## config.mk

```make
export PLATFORM = sky130hd
export DESIGN_NAME = double_ended_queue
export DESIGN_NICKNAME = d
export VERILOG_FILES = /design/src/rtl/deq_pkg.sv /design/src/rtl/deq_ctrl.sv /design/src/rtl/deq_datapath.sv /design/src/rtl/double_ended_queue.sv
export SDC_FILE = /design/constraint.sdc
export NUM_CORES = 1
export LEC_CHECK = 0
export BUFFER_PORTS_ARGS = -buffer_cell sky130_fd_sc_hd__buf_2
export CAP_MARGIN = 25
export CELL_PAD_IN_SITES_DETAIL_PLACEMENT = 1
export CELL_PAD_IN_SITES_GLOBAL_PLACEMENT = 2
export CORE_UTILIZATION = 47
export CTS_BUF_LIST = sky130_fd_sc_hd__clkbuf_8
export DETAILED_ROUTE_END_ITERATION = 10
export GPL_ROUTABILITY_DRIVEN = 0
export GPL_TIMING_DRIVEN = 0
export PLACE_DENSITY = 0.92
export SETUP_SLACK_MARGIN = 0.2
export SLEW_MARGIN = 5
export SYNTH_ARGS = -nofsm -noshare
export SYNTH_HDL_FRONTEND = slang
export SYNTH_SLANG_ARGS = --single-unit
export TNS_END_PERCENT = 10
```

## constraint.sdc

```tcl
create_clock -name i_clk -period 7.35 [get_ports i_clk]
set_input_delay 0.735 -clock i_clk [delete_from_list [all_inputs] [get_ports i_clk]]
set_output_delay 0.735 -clock i_clk [all_outputs]
set_load 0.02 [all_outputs]
```

## src/rtl/deq_pkg.sv

```systemverilog
`timescale 1ns / 1ps
// ----------------------------------------------------------------------------
// deq_pkg
// Shared sizes, codes and controller/datapath command types for the
// double-ended queue.
// ----------------------------------------------------------------------------
package deq_pkg;

    // Capacity and derived widths
    localparam int DEPTH     = 8;
    localparam int IDX_W     = (DEPTH > 1) ? $clog2(DEPTH) : 1;
    localparam int CNT_W     = $clog2(DEPTH + 1);
    localparam int SUM_W     = IDX_W + 1;
    localparam int DATA_W    = 32;

    localparam logic [IDX_W-1:0] LAST_IDX  = IDX_W'(DEPTH - 1);
    localparam logic [CNT_W-1:0] FULL_CNT  = CNT_W'(DEPTH);
    localparam logic [SUM_W-1:0] DEPTH_SUM = SUM_W'(DEPTH);

    // Operation codes
    typedef enum logic [1:0] {
        CMD_PUSH_FRONT = 2'd0,
        CMD_PUSH_BACK  = 2'd1,
        CMD_POP_FRONT  = 2'd2,
        CMD_POP_BACK   = 2'd3
    } t_cmd;

    // Result status codes
    typedef enum logic [1:0] {
        ST_OK        = 2'd0,
        ST_OVERFLOW  = 2'd1,
        ST_UNDERFLOW = 2'd2
    } t_status;

    // Commands from controller to datapath
    typedef struct packed {
        logic capture;   // latch the incoming transaction
        logic execute;   // apply the latched operation to the queue
    } t_dp_cmd;

endpackage

```

## src/rtl/deq_ctrl.sv

```systemverilog
`timescale 1ns / 1ps
// ----------------------------------------------------------------------------
// deq_ctrl
// Sequencer: accept a transaction, run it through the datapath, then
// strobe the result for one cycle.
// ----------------------------------------------------------------------------
module deq_ctrl (
    input  logic            i_clk,
    input  logic            i_rst_n,
    input  logic            start,
    output logic            busy,
    output logic            o_valid,
    output deq_pkg::t_dp_cmd o_dp_cmd
);

    typedef enum logic [2:0] {
        S_IDLE = 3'b001,
        S_EXEC = 3'b010,
        S_RESP = 3'b100
    } t_state;

    t_state r_state;
    t_state n_state;
    logic   accept;

    // Accept while idle or while the previous result is shown
    assign busy   = (r_state == S_EXEC);
    assign accept = start && !busy;

    // Next-state logic
    always_comb begin
        n_state = r_state;
        unique case (r_state)
            S_IDLE: begin
                if (accept) n_state = S_EXEC;
            end
            S_EXEC: begin
                n_state = S_RESP;
            end
            S_RESP: begin
                n_state = accept ? S_EXEC : S_IDLE;
            end
            default: begin
                n_state = S_IDLE;
            end
        endcase
    end

    // Hold state
    always_ff @(posedge i_clk) begin
        if (!i_rst_n) begin
            r_state <= S_IDLE;
        end else begin
            r_state <= n_state;
        end
    end

    // Drive datapath commands and result strobe
    assign o_dp_cmd.capture = accept;
    assign o_dp_cmd.execute = (r_state == S_EXEC);
    assign o_valid          = (r_state == S_RESP);

endmodule

```

## src/rtl/deq_datapath.sv

```systemverilog
`timescale 1ns / 1ps
// ----------------------------------------------------------------------------
// deq_datapath
// Circular buffer storage with head index and entry count; computes the
// slot address, performs the push or pop and registers the result.
// ----------------------------------------------------------------------------
module deq_datapath (
    input  logic                              i_clk,
    input  logic                              i_rst_n,
    input  deq_pkg::t_dp_cmd                  i_dp_cmd,
    input  logic [1:0]                        i_cmd,
    input  logic signed [deq_pkg::DATA_W-1:0] i_push_value,
    output logic signed [deq_pkg::DATA_W-1:0] o_pop_value,
    output logic [1:0]                        o_status,
    output logic [deq_pkg::CNT_W-1:0]         o_occupancy
);

    // Latched transaction
    deq_pkg::t_cmd                r_cmd;
    logic [deq_pkg::DATA_W-1:0]   r_value;

    // Queue state
    logic [deq_pkg::IDX_W-1:0]    r_head;
    logic [deq_pkg::IDX_W-1:0]    n_head;
    logic [deq_pkg::CNT_W-1:0]    r_count;
    logic [deq_pkg::CNT_W-1:0]    n_count;

    // Storage
    logic [deq_pkg::DATA_W-1:0]   mem [deq_pkg::DEPTH];
    logic [deq_pkg::DATA_W-1:0]   r_rd_data;

    // Result registers
    deq_pkg::t_status             r_status;
    deq_pkg::t_status             n_status;
    logic                         r_pop_ok;
    logic                         n_pop_ok;

    // Address arithmetic
    logic                         empty;
    logic                         full;
    logic [deq_pkg::IDX_W-1:0]    head_dec;
    logic [deq_pkg::IDX_W-1:0]    head_inc;
    logic [deq_pkg::SUM_W-1:0]    tail_sum;
    logic [deq_pkg::IDX_W-1:0]    tail_idx;
    logic [deq_pkg::IDX_W-1:0]    back_idx;
    logic [deq_pkg::IDX_W-1:0]    addr;
    logic                         wr_en;

    function automatic logic [deq_pkg::SUM_W-1:0] SUM_W_EXT(
        input logic [deq_pkg::IDX_W-1:0] v
    );
        return deq_pkg::SUM_W'(v);
    endfunction

    function automatic logic [deq_pkg::SUM_W-1:0] SUM_W_EXT2(
        input logic [deq_pkg::CNT_W-1:0] v
    );
        return deq_pkg::SUM_W'(v);
    endfunction

    // Latch the incoming transaction
    always_ff @(posedge i_clk) begin
        if (i_dp_cmd.capture) begin
            r_cmd   <= deq_pkg::t_cmd'(i_cmd);
            r_value <= i_push_value;
        end
    end

    // Wrap head and tail positions modulo the capacity
    assign empty    = (r_count == '0);
    assign full     = (r_count == deq_pkg::FULL_CNT);
    assign head_dec = (r_head == '0) ? deq_pkg::LAST_IDX : r_head - 1'b1;
    assign head_inc = (r_head == deq_pkg::LAST_IDX) ? '0 : r_head + 1'b1;
    assign tail_sum = SUM_W_EXT(r_head) + SUM_W_EXT2(r_count);
    assign tail_idx = (tail_sum >= deq_pkg::DEPTH_SUM)
                    ? deq_pkg::IDX_W'(tail_sum - deq_pkg::DEPTH_SUM)
                    : deq_pkg::IDX_W'(tail_sum);
    assign back_idx = (tail_idx == '0) ? deq_pkg::LAST_IDX : tail_idx - 1'b1;

    // Decode the operation
    always_comb begin
        n_head   = r_head;
        n_count  = r_count;
        n_status = deq_pkg::ST_OK;
        n_pop_ok = 1'b0;
        wr_en    = 1'b0;
        addr     = r_head;
        unique case (r_cmd)
            deq_pkg::CMD_PUSH_FRONT: begin
                addr = head_dec;
                if (full) begin
                    n_status = deq_pkg::ST_OVERFLOW;
                end else begin
                    wr_en   = 1'b1;
                    n_head  = head_dec;
                    n_count = r_count + 1'b1;
                end
            end
            deq_pkg::CMD_PUSH_BACK: begin
                addr = tail_idx;
                if (full) begin
                    n_status = deq_pkg::ST_OVERFLOW;
                end else begin
                    wr_en   = 1'b1;
                    n_count = r_count + 1'b1;
                end
            end
            deq_pkg::CMD_POP_FRONT: begin
                addr = r_head;
                if (empty) begin
                    n_status = deq_pkg::ST_UNDERFLOW;
                end else begin
                    n_pop_ok = 1'b1;
                    n_head   = head_inc;
                    n_count  = r_count - 1'b1;
                end
            end
            deq_pkg::CMD_POP_BACK: begin
                addr = back_idx;
                if (empty) begin
                    n_status = deq_pkg::ST_UNDERFLOW;
                end else begin
                    n_pop_ok = 1'b1;
                    n_count  = r_count - 1'b1;
                end
            end
            default: begin
                n_status = deq_pkg::ST_OK;
            end
        endcase
    end

    // Advance head and count
    always_ff @(posedge i_clk) begin
        if (!i_rst_n) begin
            r_head  <= '0;
            r_count <= '0;
        end else if (i_dp_cmd.execute) begin
            r_head  <= n_head;
            r_count <= n_count;
        end
    end

    // Write or read one slot
    always_ff @(posedge i_clk) begin
        if (i_dp_cmd.execute) begin
            if (wr_en) begin
                mem[addr] <= r_value;
            end
            r_rd_data <= mem[addr];
        end
    end

    // Register the result
    always_ff @(posedge i_clk) begin
        if (i_dp_cmd.execute) begin
            r_status <= n_status;
            r_pop_ok <= n_pop_ok;
        end
    end

    // Drive result ports; occupancy follows the updated count
    assign o_pop_value = r_pop_ok ? $signed(r_rd_data) : '0;
    assign o_status    = r_status;
    assign o_occupancy = r_count;

endmodule

```

## src/rtl/double_ended_queue.sv

```systemverilog
`timescale 1ns / 1ps
// ----------------------------------------------------------------------------
// double_ended_queue
// Fixed-capacity deque of signed 32-bit values with push/pop at both ends.
// ----------------------------------------------------------------------------
// Usage: drive i_cmd and i_push_value with start high; the transaction is
// taken at a rising edge where busy is low. After the execute state, o_valid
// is high for exactly one cycle with o_pop_value, o_status and o_occupancy;
// the result cannot be stalled, so capture it on that cycle. A new transaction
// may be started in the cycle the previous result is shown, but not while
// busy in the execute state, which addresses and accesses the single-port
// slot memory; the response state then presents the registered read data.
// Pushes on a full queue report overflow and store nothing; pops on an
// empty queue report underflow with a zero value.
// ----------------------------------------------------------------------------
module double_ended_queue (
    input  logic                              i_clk,
    input  logic                              i_rst_n,
    input  logic                              start,
    output logic                              busy,
    input  logic [1:0]                        i_cmd,
    input  logic signed [deq_pkg::DATA_W-1:0] i_push_value,
    output logic                              o_valid,
    output logic signed [deq_pkg::DATA_W-1:0] o_pop_value,
    output logic [1:0]                        o_status,
    output logic [deq_pkg::CNT_W-1:0]         o_occupancy
);

    deq_pkg::t_dp_cmd dp_cmd;

    // Sequencer
    deq_ctrl u_ctrl (
        .i_clk    (i_clk),
        .i_rst_n  (i_rst_n),
        .start    (start),
        .busy     (busy),
        .o_valid  (o_valid),
        .o_dp_cmd (dp_cmd)
    );

    // Storage and pointer logic
    deq_datapath u_datapath (
        .i_clk        (i_clk),
        .i_rst_n      (i_rst_n),
        .i_dp_cmd     (dp_cmd),
        .i_cmd        (i_cmd),
        .i_push_value (i_push_value),
        .o_pop_value  (o_pop_value),
        .o_status     (o_status),
        .o_occupancy  (o_occupancy)
    );

endmodule

```

== After elaboration in Yosys (flattened, before gate mapping) ==
Memories as Yosys holds them, arrays and structs flattened. A register that Yosys moved wholly into a read port is not among the register bits.
Cells that the tools add are included.

* Muxes and demuxes: 24
* Reduce and logical (&&, ||, !) cells: 11
* Order comparisons: 1
* Add/sub/neg operators: 7
* Shift-type cells: 0
* Bitwise operators: 0
* $mul: 0
* Divide/modulo/power cells: 0
* Equal/unequal tests: 13

{| class="wikitable"
|+ Operators with widths
! operator !! number
|-
| 2-to-1 mux 32 bit || 1
|-
| 2-to-1 mux 3 bit || 7
|-
| case mux 3 bit (4 select lines) || 1
|-
| case mux 3 bit (3 select lines) || 1
|-
| subtractor 3 x 1 -> 3 bit, second input constant || 3
|-
| 2-to-1 mux 4 bit || 2
|-
| inequality test 2 bit, second input constant || 4
|-
| case mux 4 bit (2 select lines) || 1
|-
| 2-to-1 mux 1 bit || 7
|-
| == test 3 bit, second input constant || 2
|-
| zero test 3 bit || 2
|-
| case mux 3 bit (2 select lines) || 1
|-
| adder 3 x 4 -> 4 bit || 1
|-
| adder 4 x 1 -> 4 bit, second input constant || 1
|-
| == test 2 bit, second input constant || 2
|-
| == test 4 bit, second input constant || 1
|-
| greater-or-equal comparator 4 bit, second input constant || 1
|-
| zero test 4 bit || 1
|-
| 2-to-1 mux 2 bit || 2
|-
| case mux 2 bit (2 select lines) || 1
|-
| AND reduction 4 bit || 1
|-
| OR reduction 2 bit || 2
|-
| subtractor 4 x 1 -> 4 bit, second input constant || 1
|-
| adder 3 x 1 -> 3 bit, second input constant || 1
|-
| 9 further kinds || 9
|}

* Bits in read-only memories: 0
* Input port bits: 37
* Memories kept: 1
* RAM bits: 256
* Latch bits: 0
* Register bits: 47

{| class="wikitable"
|+ Memories
! name !! words !! bits a word !! read ports !! clocked after memory_dff !! wr ports !! RTL line !! source
|-
| u_datapath.mem || 8 || 32 || 1 || 1 || 1 || deq_datapath.sv:29 || <nowiki>logic [deq_pkg::DATA_W-1:0] mem [deq_pkg::DEPTH];</nowiki>
|}

== Logic depth before layout (Yosys ltp) ==
* Depth in word-level cells: 6
* Gate-level depth with buffers: 11
* Gate-level depth less buffers: 9

== Modules after synthesis ==
Synthesis repeated with hierarchy kept, for this count alone.

* Cells, all modules: 1130
* Area, all modules: 15346.0 µm²

{| class="wikitable"
|+ Modules (own cells, without submodules)
! module !! instances !! seq. area each (µm²) !! cells an instance !! area an instance (µm²)
|-
| deq_datapath || 1 || 9899.5 || 1117 || 15193.3
|-
| deq_ctrl || 1 || 60.1 || 13 || 152.6
|}

== Worst setup path before layout ==
No wires, ideal clock.

* Kind: register -> register
* From: register u_datapath.r_count (netlist bit u_datapath.o_occupancy[0])
* To: memory u_datapath.mem[3][0] (netlist name) (enable)
* Buffers on the path: 2
* Data arrival time: 4934 ps
* Setup slack: 1948 ps
* Cell stages (with the launch flop): 12
* Clock period less this slack: 5402 ps
* Required time: 6882 ps
* Cells stage by stage: dfxtp_1 > ha_1 > fa_1 > inv_1 > ha_1 > nor2_1 > a221o_1 > a21oi_1 > or2_2 > buf_2 > buf_4 > nor3b_1

* Cells in the longest elaborated chain, start to end: 6
* Elaborated cells on any way between the ends: 14
* Those cells by class: add/sub (3); order compare (1); eq/ne (1); mux (8); reduce/logical (1)

{| class="wikitable"
|+ RTL lines
! element !! RTL line !! source
|-
| start, declared || deq_datapath.sv:25 || <nowiki>logic [deq_pkg::CNT_W-1:0] r_count;</nowiki>
|-
| start signal, assigned || deq_datapath.sv:140 || <nowiki>r_count <= n_count;</nowiki>
|-
| adder 3 x 4 -> 4 bit or == test 4 bit (tied branches) || deq_datapath.sv:74, deq_datapath.sv:71 ||
|-
| greater-or-equal comparator 4 bit (tied with other cells) || deq_datapath.sv:75 || <nowiki>assign tail_idx = (tail_sum >= deq_pkg::DEPTH_SUM)</nowiki>
|-
| 2-to-1 mux 3 bit or 2-to-1 mux 1 bit (tied branches) || -- ||
|-
| subtractor 3 x 1 -> 3 bit (tied with other cells) || deq_datapath.sv:78 || <nowiki>assign back_idx = (tail_idx == '0) ? deq_pkg::LAST_IDX : tail_idx - 1'b1;</nowiki>
|-
| 2-to-1 mux 3 bit or 2-to-1 mux 1 bit (tied branches) || deq_datapath.sv:78, deq_datapath.sv:146 ||
|-
| case mux 3 bit (4 select lines) or 2-to-1 mux 1 bit (tied branches) || deq_datapath.sv:88, deq_datapath.sv:148 ||
|-
| end, declared || deq_datapath.sv:29 ||
|}

Several ways; a longest one is shown, not always the timed one.

== Worst setup path after layout ==
* From: register u_datapath.r_count (netlist bit u_datapath.o_occupancy[0])
* To: memory u_datapath.mem[1][14] (netlist name) (enable)

Same word-level chain as after synthesis.

==> flow_metrics.tcl <==
set metrics [dict create \
    status "finished, final reports clean" \
    rsz0062_at_grt "false" \
    cts_htree_levels 2 \
    syn_area_um2 13800 \
    drt-met1-wl_um 13200 \
    layout.nets 1042 \
    clkPwrFrac_pct 38.5 \
    final_cells 1418 \
    synthTopCellsByArea "edfxtp_1 (70%), mux4_2 (5.2%), inv_1 (3.7%)" \
    fp.dieArea_um2 30200 \
    core_area_um2 28900 \
    layout_setup_ws_ns 2.80 \
    portBuffers 76 \
    reg2reg_depth 14 \
    place_inst 1321 \
    ys_ff_latch 335 \
    clkLatencyLatePin_ns 0.60 \
    finClkSkew_ns 0.0240 \
    cts_tree "yes" \
    grt_overflow_total 0 \
    wl_met3_um 2010 \
    grt_pass1_vias 8580 \
    track_usage_pct 22.7 \
    r2r_slack_ns 2.80 \
    start_util_pct 48.0 \
    synth_top_area_share_pct 70.5 \
    drv_slew 0 \
    finalSetupViolCount 0 \
    hold_path_depth 1 \
    dr.pass1.iters 7 \
    via_count 7855 \
    top_level_ports 77 \
    power.density_nw_per_um2 247 \
    ir_worst_vdd_mv 0.114 \
    antenna_left 0 \
    synth_flop_cell "edfxtp_1" \
    cts.sinks 335 \
    place_worst_setup_slack_ns 2.87 \
    synthDistinctLibCells 49 \
    cts.repair.resized 0 \
    pwr-share-comb_pct 7.0 \
    wl_per_cell_um 23.3 \
    fillerInstances 2778 \
    grt_max_degree 33 \
    die_w_um 174 \
    antenna_cells 0 \
    min_to "u_datapath.r_value[5]$_DFFE_PP_" \
    finalInstanceArea_um2 16000 \
    synth-seq-area-share_pct 71.9 \
    top_layer_used "met4" \
    place_hpwl_um 21200 \
    r2r-start "u_datapath.o_occupancy[0]$_SDFFE_PN0P_" \
    p_sw_share_pct 23.4 \
    fmax_mhz 220 \
    post_cts_buffers 0 \
    crit_required_ns 7.63 \
    cp-start-kind "register" \
    ys.warnings.count 0 \
    met2WireLength_um 17200 \
    relSlewSlack_pct 30.4 \
    hold_buffers 0 \
    drive_above_1_share_pct 25.0 \
    finalCriticalPeriod_ns 4.55 \
    num_rows 62 \
    leakage_nw 6.01 \
    max_slew.worst_pin.slew_ns 1.04 \
    synthCells 844 \
    die_h_um 174 \
    cts_max_path_buffers 3 \
    drt-total-wl_um 33000 \
    critPathKind "reg -> reg" \
    synth.largest_area_cell "edfxtp_1" \
    path_clk_slew_ns 0.07 \
    drc_errors 0 \
    place_area_um2 15000 \
    drt-initial-drc-count 640 \
    p_sw_w 0.000924 \
    synth-edff-count 325 \
    ys_async_sr_fraction_pct 0 \
    hold_start "i_push_value[5]" \
    seqPwrFrac_pct 54.5 \
    via_per_inst 5.54 \
    grt_first_pass_wirelength_um 51400 \
    hold_violations 0 \
    syn_nets 892 \
    cts-root-buf "clkbuf_8" \
    syn_avg_cell_area_um2 16.4 \
    drv_cap 0 \
    crit_path_end_kind "register" \
    antenna_found_initial 0 \
    cts-buffers-inserted 55 \
    reg2reg_to "u_datapath.mem[1][14]$_DFFE_PP_" \
    hold_path.class "in -> reg" \
    final.period_utilization_pct 61.9 \
    crit_arrival_ns 4.83 \
    p_int_w 0.00303 \
    area_growth_pct 15.7 \
    cp_max_fo 10 \
]
## synthesized netlist by cell type, types with 9 or more instances
cell and n:
dfxtp_1 10, edfxtp_1 325, and2_1 35, o221ai_2 25
mux4_2 32, and3_1 33, inv_1 136, o221ai_1 39
mux2i_1 33, ha_1 9, a21boi_0 33, buf_2 12
nor2_1 16, clkbuf_1 28
## state kept, by name, summed over array words and instances, names as in the netlist
signal                  cells
u_ctrl.r_state              3
u_datapath.mem            256
u_datapath.r_value         32
u_datapath.r_cmd            2
u_datapath.r_rd_data       32
u_datapath.r_pop_ok         1
u_datapath.o_status         2
u_datapath.o_occupancy      4
u_datapath.r_head           3
## cell families after synthesis
family,share of synthesized area [%]
compound gates,8.53
xor+xnor,0.560
fa+ha+maj,1.10
buf+inv,5.69
flops,71.9
mux,7.67
simple gates,4.54
## layer usage
metal | GRT usage, % | vias to the layer above
met2 | 40.1 | 264
met1 | 28.9 | 4048
met4 | 5.70 | 0
li1 | - | 3488
met3 | 4.17 | 55
met5 | 0 | -
## through the flow
stage                     hold slack, ns  utilization, %  TNS [ns]  total power [W]
after floorplan                    0.426               -         0          0.00236
after global placement             0.437            51.0    -50.07          0.00245
after detailed placement           0.463            52.0         0          0.00247
after CTS                          0.299            55.5         0          0.00398
after global routing               0.292            55.5         0          0.00408
final                              0.319            55.5         0          0.00395
## worst max-delay path: stages, from the launching register on
cell and delay [ns]:
dfxtp_1 0.43, ha_1 0.28, fa_1 0.52, inv_1 0.07
ha_1 0.24, nor2_1 0.18, a221o_1 0.17, a21oi_1 0.19
or2_2 0.37, buf_2 0.22, buf_4 0.24, nor3_2 0.60
buf_6 0.24, buf_4 0.22, buf_4 0.25
## how the worst max path moves through the flow
stage,startpoint,end
2_1_floorplan,u_datapath.o_occupancy[0]$_SDFFE_PN0P_,u_datapath.mem[3][0]$_DFFE_PP_
3_3_place_gp,u_datapath.o_occupancy[0]$_SDFFE_PN0P_,u_datapath.mem[3][6]$_DFFE_PP_
3_5_place_dp,u_datapath.o_occupancy[0]$_SDFFE_PN0P_,u_datapath.mem[1][8]$_DFFE_PP_
4_1_cts,u_datapath.o_occupancy[0]$_SDFFE_PN0P_,u_datapath.mem[1][8]$_DFFE_PP_
5_1_grt,u_datapath.o_occupancy[0]$_SDFFE_PN0P_,u_datapath.mem[1][14]$_DFFE_PP_
6_report,u_datapath.o_occupancy[0]$_SDFFE_PN0P_,u_datapath.mem[1][14]$_DFFE_PP_
## power by group through the flow
stage               logic, W  registers (W)  clock network, W
global placement    0.000258        0.00219                 0
CTS                 0.000278        0.00215           0.00155
detailed placement  0.000275        0.00219                 0
finish              0.000276        0.00215           0.00152
global route        0.000294        0.00215           0.00163
floorplan           0.000182        0.00218                 0
## cells in the final DEF, fill, tap and decap left out, types with 3 or more instances in the layout
master	instances
edfxtp_1	325
inv_1	144
buf_2	88
clkbuf_8	57
o221ai_1	39
and2_1	34
a21boi_0	33
mux2i_1	33
and3_1	33
mux4_2	32
clkbuf_1	28
o221ai_2	25
clkinv_1	18
nor2_1	13
buf_6	10
dfxtp_1	10
buf_4	9
ha_1	9
clkinv_2	9
xnor2_1	7
nand2_1	7
a21oi_1	6
o21ai_0	4
a221o_1	3
o211ai_1	3
nor2b_1	3
a211oi_1	3
nor2_4	3
buf_16	3
buf_12	3
## area by class of cell
type	count	area [µm²]	share of cell area [%]
sequential	335	9960	62.2
timing repair buffer	93	628	3.92
multi-input combinational	321	3150	19.7
tap	384	480	3.00
buffer	51	274	1.71
inverter	137	514	3.21
clock inverter	40	229	1.43
clock buffer	57	785	4.90
No activity file was read; power rests on OpenSTA's default activity.
